$ cat src/design/assert_macros.svh
// Assertion macros used by the voxel face picker controller.
`ifndef ASSERT_MACROS_SVH
`define ASSERT_MACROS_SVH
// Implication checked at every clock edge outside reset.
`define ASSERT_IMPL(label, clk, rst, ante, cons) \
  label: assert property (@(posedge clk) disable iff (rst) (ante) |-> (cons)) \
    else $error("assertion failed");
// Next-cycle implication checked outside reset.
`define ASSERT_NEXT(label, clk, rst, ante, cons) \
  label: assert property (@(posedge clk) disable iff (rst) (ante) |=> (cons)) \
    else $error("assertion failed");
`endif

$ cat src/design/vgrp_pkg.sv
// Types and constants shared by the voxel face picker modules.
package vgrp_pkg;
  localparam int GridSide    = 8;
  localparam int CellBits    = 3;
  localparam int MapDepth    = GridSide * GridSide * GridSide;
  localparam int MapAddrBits = 3 * CellBits;
  localparam int SampleCount = 100;
  localparam int SampleBits  = 7;
  localparam int FaceTol     = 7;

  localparam logic [2:0] FACE_NEG_X = 3'd0;

  typedef struct packed {
    logic               action;
    logic [2:0]         cell_x;
    logic [2:0]         cell_y;
    logic [2:0]         cell_z;
    logic               cell_solid;
    logic signed [23:0] start_x;
    logic signed [23:0] start_y;
    logic signed [23:0] start_z;
    logic signed [23:0] dir_x;
    logic signed [23:0] dir_y;
    logic signed [23:0] dir_z;
    logic [22:0]        ray_length;
  } item_t;

  typedef struct packed {
    logic       hit;
    logic [2:0] hit_x;
    logic [2:0] hit_y;
    logic [2:0] hit_z;
    logic [2:0] hit_face;
  } result_t;

  // Controller commands to the datapath.
  typedef struct packed {
    logic load;       // capture the ray item
    logic clear_k;    // restart the sample counter
    logic pos_step;   // compute sample position for current k
    logic map_read;   // issue map read
    logic judge;      // evaluate looked-up cell
    logic slab_step;  // process one slab axis
    logic face_step;  // process one face axis
    logic next_k;     // advance sample counter
    logic map_write;  // write one cell
    logic clear_map;  // clearing sweep write
  } cmd_t;

  // Datapath status back to the controller.
  typedef struct packed {
    logic last_k;
    logic need_slab;
    logic face_found;
    logic axis_last;
    logic sweep_last;
  } stat_t;
endpackage

$ cat src/design/vgrp_ctrl.sv
// Controller state machine sequencing the ray march.
module vgrp_ctrl (
  input  logic            clk,
  input  logic            rst,
  input  logic            start,
  input  logic            action,
  input  vgrp_pkg::stat_t stat,
  output vgrp_pkg::cmd_t  cmd,
  output logic            busy,
  output logic            done,
  output logic            write_done
);
  import vgrp_pkg::*;
  `include "assert_macros.svh"

  typedef enum logic [8:0] {
    S_CLEAR = 9'b000000001,
    S_IDLE  = 9'b000000010,
    S_POS   = 9'b000000100,
    S_READ  = 9'b000001000,
    S_JUDGE = 9'b000010000,
    S_SLAB  = 9'b000100000,
    S_FACE  = 9'b001000000,
    S_NEXT  = 9'b010000000,
    S_DONE  = 9'b100000000
  } state_t;

  state_t state, state_next;
  logic wr_pulse;

  // Next-state and command decode.
  always_comb begin
    state_next = state;
    cmd = '0;
    case (state)
      S_CLEAR: begin
        cmd.clear_map = 1'b1;
        if (stat.sweep_last) state_next = S_IDLE;
      end
      S_IDLE: begin
        if (start && action) begin
          cmd.load = 1'b1; cmd.clear_k = 1'b1; state_next = S_POS;
        end else if (start) begin
          cmd.map_write = 1'b1;
        end
      end
      S_POS: begin
        cmd.pos_step = 1'b1;
        if (stat.axis_last) state_next = S_READ;
      end
      S_READ: begin
        cmd.map_read = 1'b1; state_next = S_JUDGE;
      end
      S_JUDGE: begin
        cmd.judge = 1'b1;
        state_next = stat.need_slab ? S_SLAB : S_NEXT;
      end
      S_SLAB: begin
        cmd.slab_step = 1'b1;
        if (stat.axis_last) state_next = S_FACE;
      end
      S_FACE: begin
        cmd.face_step = 1'b1;
        if (stat.axis_last) state_next = S_NEXT;
      end
      S_NEXT: begin
        if (stat.face_found || stat.last_k) state_next = S_DONE;
        else begin
          cmd.next_k = 1'b1; state_next = S_POS;
        end
      end
      S_DONE: state_next = S_IDLE;
      default: state_next = S_IDLE;
    endcase
  end

  always_ff @(posedge clk) begin
    if (rst) begin
      state <= S_CLEAR;
      wr_pulse <= 1'b0;
    end else begin
      state <= state_next;
      wr_pulse <= cmd.map_write;
    end
  end

  assign busy = (state != S_IDLE);
  assign done = (state == S_DONE);
  assign write_done = wr_pulse;

  `ASSERT_IMPL(a_onehot, clk, rst, 1'b1, $onehot(state))
  `ASSERT_NEXT(a_done_idle, clk, rst, done, state == S_IDLE)
  `ASSERT_IMPL(a_slab_air, clk, rst, cmd.slab_step, stat.need_slab || state == S_SLAB)
endmodule

$ cat config.mk
export PLATFORM = sky130hd
export DESIGN_NAME = vgrp_ctrl
export DESIGN_NICKNAME = d
export VERILOG_FILES = /design/src/design/vgrp_pkg.sv /design/src/design/vgrp_ctrl.sv
export VERILOG_INCLUDE_DIRS = /design/src /design/src/design
export SDC_FILE = /design/constraint.sdc
export NUM_CORES = 1
export LEC_CHECK = 0
export ABC_AREA = 0
export BUFFER_PORTS_ARGS = -buffer_cell sky130_fd_sc_hd__buf_2
export CELL_PAD_IN_SITES_DETAIL_PLACEMENT = 0
export CELL_PAD_IN_SITES_GLOBAL_PLACEMENT = 1
export CORE_MARGIN = 2
export CORE_UTILIZATION = 25
export CTS_BUF_LIST = sky130_fd_sc_hd__clkbuf_4
export CTS_CLUSTER_SIZE = 8
export DETAILED_ROUTE_END_ITERATION = 16
export GPL_TIMING_DRIVEN = 0
export PLACE_DENSITY = 0.61
export RECOVER_POWER = 50
export SLEW_MARGIN = 5
export SYNTH_ARGS = -nofsm -noshare
export SYNTH_HDL_FRONTEND = slang
export SYNTH_SLANG_ARGS = --single-unit
export TNS_END_PERCENT = 100
$ cat constraint.sdc
create_clock -name clk -period 2 [get_ports clk]
set_input_delay 0.3 -clock clk [delete_from_list [all_inputs] [get_ports clk]]
set_output_delay 0.3 -clock clk [all_outputs]
set_load 0.02 [all_outputs]
==> results of run 1 <==
## what timing repair did
action / CTS / global route
hold buffers: 0 / 0
pin swaps: 4 / 3
buffers inserted: 2 / 4
resized for setup: 6 / 9
endpoints found under the setup margin: 6 / 8
## sequential cells by signal (all words and copies together), names as in the netlist
register,cells
write_done,1
state,9
## power breakdown
group,internal [mW],switching [mW]
Clock,0.0696,0.0764
Sequential,0.204,0.0138
Combinational,0.0564,0.0660
Total,0.330,0.156
## Yosys cell counts (all sizes together) (2+ instances only)
cell    number
nor3b        4
buf          6
nor4b        3
o31ai        3
nor4         5
dfxtp       10
clkbuf       2
nor2        13
nor3         8
mux2i        2
nand4b       2
o21ai        2
nand2        4
nor2b        4
## layer usage
layer,routed length [um],global-route usage [%]
met1,885,16.1
met2,803,18.0
met3,68,1.34
met4,38,6.98
met5,0,0
## final cells by class
cell class / count / area, um2 / area share [%]
inverters: 1 / 3.75 / 0.388
well taps: 31 / 38.8 / 4.01
multi-input cells: 63 / 448 / 46.3
flip-flops and latches: 10 / 209 / 21.6
plain buffers: 7 / 77.6 / 8.02
repair buffers: 27 / 168 / 17.3
clock buffers: 3 / 22.5 / 2.33
## layout by cell type (no fill, tap or decap), drive strengths merged
cell          synthesis  routed
a21o                  1       1
xor2                  1       1
nor2                 13      13
a22oi                 1       1
o31ai                 3       3
o21ai                 2       2
a21oi                 1       1
buf                   6      29
clkbuf                2       6
o21a                  1       1
nand3b                1       1
dlygate4sd1           1       1
inv                   1       1
and4b                 1       1
o2111ai               1       1
nor2b                 4       4
and3                  1       1
nand4b                2       2
o41ai                 1       1
or3b                  1       1
nor4                  5       5
nand4                 1       1
dlymetal6s2s          0       1
nor3b                 4       4
xnor2                 1       1
nor3                  8       8
dfxtp                10      10
mux2i                 2       2
nand2                 4       4
nor4b                 3       3
## through the flow
stage | util [%] | area, um2 | TNS (ps)
final | 35.1 | 967 | 0
after global routing | 35.1 | 967 | -136
after CTS | 34.1 | 941 | -25.8
after detailed placement | 31.7 | 875 | 0
after global placement | 31.7 | 875 | 0
after floorplan | - | 731 | -80.9
## logic make-up (layout without fill, tap and decap cells)
kind of cell,count (synthesis),after routing
multiplexers,2,2
XOR/XNOR,2,2
AND/OR/NAND/NOR,48,48
flip-flops,10,10
AO/OA/AOI/OAI,11,11
buffers and inverters,10,38
## how the worst max path moves through the flow
stage	to	cells past startpoint	start
3_5_place_dp	cmd[1]	5	state[4]
4_1_cts	cmd[9]	6	state[4]
2_1_floorplan	cmd[1]	4	state[4]
5_1_grt	cmd[1]	4	state[4]
3_3_place_gp	cmd[1]	5	state[4]
6_report	cmd[9]	5	state[4]
## critical path, stage by stage (launching register included)
cell	delay [ps]
sky130_fd_sc_hd__dfxtp_4	370
sky130_fd_sc_hd__nor4_4	330
sky130_fd_sc_hd__nand4_1	250
sky130_fd_sc_hd__nor2_1	190
sky130_fd_sc_hd__buf_4	130
sky130_fd_sc_hd__buf_6	100
==> run summary, run 1 <==
worst-case clock buffer depth - 2
RSZ-0062 raised after global routing - true
number of nets produced by synthesis - 92
synthesized-area fraction occupied by and/or/nand/nor cells - 40.8%
Least-Margin Pin Slew - 608 ps
Reg clk slew, reported paths - 70 ps
largest net degree at the start of global routing - 11
routed wire length - 1800 um
critical-path maximum fanout - 5
share of synthesized cell area in full adder, half adder and majority cells - 0%
CTS Buf Count - 3
pre-CTS setup slack - 173 ps
DRC violations left - 0
number of buffer cells added on primary ports - 21
CTS tree - yes
Pwr Density - 503 nW/um2
share of the synthesized netlist area taken by xor and xnor gates - 2.40%
GR Util All Layers - 11.9%
netlist area before placement - 731 um2
cells on worst reg2reg path - 5
net count of the finished layout - 122
share of synthesized registers carrying an async set or reset - 0%
cell type with the highest aggregate area in the netlist - sky130_fd_sc_hd__dfxtp_1
Compound-Gate Fraction of Synth Area - 12.5%
peak supply drop - 0.339 mV
antenna-violating nets left - 0
CTS H-tree depth - 1
FF-to-FF End - state[6]
Chip Width - 58.1 um
library cells used by synthesis - 35
main combinational cell family by area after synthesis - simple AND/OR/NAND/NOR gates
post-route fraction of the period consumed by the critical path - 97.0%
Iter 0 DRT Violations - 13
non-filler instance count after layout - 142
maximum capacitance violations - 0
overall power consumption - 0.486 mW
data required time at the worst endpoint - 1700 ps
Worst R2R Start - state[4]
Filler Cells Inserted - 296
most instantiated flip-flop cell in the synthesis netlist - sky130_fd_sc_hd__dfxtp_1
cell depth of the worst hold path - 3
worst endpoint data arrival time - 1640 ps
Max Clock Skew - 3.56 ps
placed instance count - 135
Die Span Y - 58.1 um
number of flops mapped to enable cells by yosys - 0
core region area - 2760 um2
Period minus WS final - 1940 ps
achievable frequency - 515 MHz
Min-Delay Endpoint - state[1]
clock sink count - 10
total of flip-flops plus latches after synthesis - 10
number of antenna diodes - 0
hold wc startpoint - rst
kind of critical path - flop to output pin
Hold Worst Slack - 294 ps
half-perimeter wire length after detailed placement - 1310 um
syn avg cell area - 8.80 um2
Clk Latency, worst-skew pair - 270 ps
type of destination of the critical path - output pin
final setup slack of the worst path - 59.3 ps
Hold/Removal Path Class - primary input to flop
die area - 3370 um2
starting utilization of the core area - 26.5%
overall overflow remaining after global route - 0
share of layout cells above drive strength 1 - 41.4%
Pleak - 0.437 nW
cell count after synthesis - 83
detailed-route via count - 701
mux share of post-synthesis cell area - 2.74%
per-cell via count in the routed design - 4.94
number of pins with negative max-slew slack in the final report - 0
count of final setup violators - 0
Max transition margin - 59.2%
worst reg-to-reg setup slack - 150 ps
area grow syn2layout - 32.4%
leading cell types by total area after synthesis - sky130_fd_sc_hd__dfxtp_1 27%, sky130_fd_sc_hd__nor2_1 6.7%, sky130_fd_sc_hd__nor3_1 5.5%
ports placed on the boundary - 22
number of global-route vias before repair - 651
top-area cell type share of the netlist area - 27.4%
average detailed-routed wire length per instance - 12.6 um
outcome - finished clean
clock tree root buffer cell - sky130_fd_sc_hd__clkbuf_4
first-pass iteration count of the detailed router - 4
Yosys warning count - 0
GPL Wtd Cong - 0.712
initial antenna violation count - 0
number of core rows - 19
crit start category - flop
wire length of the first global-routing pass - 3050 um
Hold Vio Cnt, Final - 0
sequential share of the synthesized area - 27.4%
(Power assumes the default switching activity.)
==> inputs of run 2 (changes only) <==
ABC_CLOCK_PERIOD_IN_PS = 2000   (was unset)
CTS_BUF_LIST = sky130_fd_sc_hd__clkbuf_16   (was sky130_fd_sc_hd__clkbuf_4)
==> run 2 against run 1 <==
Critical path depth up 1. Routed wire length increased by 0.33%. Final area increased by 7.0%. Worst hold slack improved by 36 ps. Final cell count up 0.70%. Via count up 2.7%. Critical path type unchanged. Largest power group is now the clock network.
==> run summary, run 2 (synthesis gave the netlist of run 1 again) <==
antenna-violating nets left - 0 (unchanged)
outcome - finished clean
critical-path maximum fanout - 6 (+1)
number of antenna diodes - 0 (unchanged)
largest net degree at the start of global routing - 11 (unchanged)
kind of critical path - flop to output pin
number of flip-flops in the largest register - 9 (unchanged)
Hold/Removal Path Class - primary input to flop
most flop-heavy register - state
post-layout util - 37.5% (+2.5 points)
half-perimeter wire length after detailed placement - 1310 um (unchanged)
crit start category - flop
Clk Latency, worst-skew pair - 240 ps (-30 ps)
number of pins with negative max-slew slack in the final report - 0 (unchanged)
number of global-route vias before repair - 672 (+3.2%)
routed wire length - 1800 um (+0.33%)
area grow syn2layout - 41.6%
first-pass iteration count of the detailed router - 4 (unchanged)
Filler Cells Inserted - 283 (-4.4%)
CTS Buf Count - 3 (unchanged)
critical-path cell with the highest stage delay - sky130_fd_sc_hd__nor4_4
type of destination of the critical path - output pin
number of buffers added to fix hold violations after cts - 0 (unchanged)
Reg clk slew, reported paths - 40 ps (-30 ps)
die area - 3370 um2 (unchanged)
CTS H-tree depth - 1 (unchanged)
worst-case clock buffer depth - 2 (unchanged)
Period minus WS final - 1960 ps (+23.8 ps)
Pwr Density - 685 nW/um2 (+36%)
data required time at the worst endpoint - 1700 ps (about the same)
per-cell via count in the routed design - 5.03 (+2.0%)
most used cells in the layout excluding fill and tap cells - 17 x sky130_fd_sc_hd__buf_2, 13 x sky130_fd_sc_hd__nor2_1, 9 x sky130_fd_sc_hd__dfxtp_1
Iter 0 DRT Violations - 17 (+4)
Cell Chain, Critical Path - buf_8, nor4_4, nand4_1, nor2_1, buf_4, buf_6
maximum capacitance violations - 0 (unchanged)
starting utilization of the core area - 26.5% (unchanged)
Worst R2R Start - state[7]
Chip Width - 58.1 um (unchanged)
GPL Wtd Cong - 0.712 (unchanged)
core region area - 2760 um2 (unchanged)
hold wc startpoint - stat[0]
Pleak - 0.456 nW (+4.4%)
achievable frequency - 509 MHz (-1.2%)
count of final setup violators - 0 (unchanged)
Least-Margin Pin Slew - 400 ps (-208 ps)
overall overflow remaining after global route - 0 (unchanged)
worst endpoint data arrival time - 1660 ps (+20 ps)
CTS tree - yes
post-route fraction of the period consumed by the critical path - 98.2% (+1.2 points)
placed instance count - 135 (unchanged)
net count of the finished layout - 123 (+0.82%)
largest stage delay on the critical path - 320 ps (-50 ps)
Max transition margin - 73.3% (+14 points)
RSZ-0062 raised after global routing - true
wire length of the first global-routing pass - 3090 um (+1.4%)
number of core rows - 19 (unchanged)
Hold Vio Cnt, Final - 0 (unchanged)
Max Clock Skew - 2.74 ps (-0.821 ps)
detailed-route via count - 720 (+2.7%)
startpoint of the worst setup timing path - state[7]
peak supply drop - 0.423 mV (+25%)
clock sink count - 10 (unchanged)
initial antenna violation count - 0 (unchanged)
non-filler instance count after layout - 143 (+0.70%)
clock tree root buffer cell - sky130_fd_sc_hd__clkbuf_16
DRC violations left - 0 (unchanged)
average detailed-routed wire length per instance - 12.6 um (-0.37%)
Die Span Y - 58.1 um (unchanged)
number of buffer cells added on primary ports - 21 (unchanged)
share of layout cells above drive strength 1 - 41.1% (-0.37 points)
most common cell after layout, fill and taps aside - sky130_fd_sc_hd__buf_2
ports placed on the boundary - 22 (unchanged)
GR Util All Layers - 11.9% (unchanged)
run 2: cell count changes in the layout (fill, tap and decap cells not counted), sizes merged:
cell,change
clkbuf,-1
dlymetal6s2s,-1
buf,+3
run 2: layout make-up:
type	instances	area, um2	share of cell area [%]
well taps	31	38.8	3.75
plain buffers	9	101	9.79
inverters	1	3.75	0.363
flip-flops and latches	10	201	19.5
repair buffers	26	156	15.1
multi-input cells	63	458	44.3
clock buffers	3	75.1	7.26
run 2: worst max-delay path: cells and delay by family, from the launching register on:
kind,cells,cell delay [ps]
and+or+nand+nor,3,750
buffers and inverters,3,350
DFF,1,310
run 2: metrics by stage:
stage | area, um2 | power [mW] | setup WS (ps) | hold WS (ps) | setup TNS [ps]
2_1_floorplan | 731 | 0.300 | -44.8 | 448 | -80.9
3_5_place_dp | 875 | 0.334 | 173 | 574 | 0
4_1_cts | 985 | 0.704 | -8.95 | 332 | -8.95
3_3_place_gp | 875 | 0.334 | 188 | 566 | 0
5_1_grt | 1030 | 0.732 | -84.0 | 349 | -257
6_report | 1030 | 0.709 | 35.5 | 330 | 0
run 2: layer usage:
metal	part of all wire, %	routed length, um	track usage (%)	vias to the layer above
li1	-	-	-	364
met1	47	845	15.9	331
met2	47	851	18.7	21
met3	4.3	77	2.01	4
met4	1.4	26	4.98	0
met5	0	0	0	-
run 2: final timing paths:
path / endpoint / slack [ps] / cells after the start
worst max-delay path: cmd[9] / 40 / 6
worst min-delay path: state[0] / 330 / 3
worst max register to register: state[6] / 230 / 6
worst min register to register: state[4] / 620 / 3
run 2: where the power goes:
part           switching, mW  internal (mW)  total (mW)
logic                 0.0688         0.0616       0.130
clock network         0.0966          0.260       0.356
registers             0.0144          0.208       0.222
run 2: what timing repair did:
item,CTS,global route
resized for setup,3,9
gates cloned,0,0
pin swaps,1,5
setup endpoints to repair,4,7
setup buffers,2,3
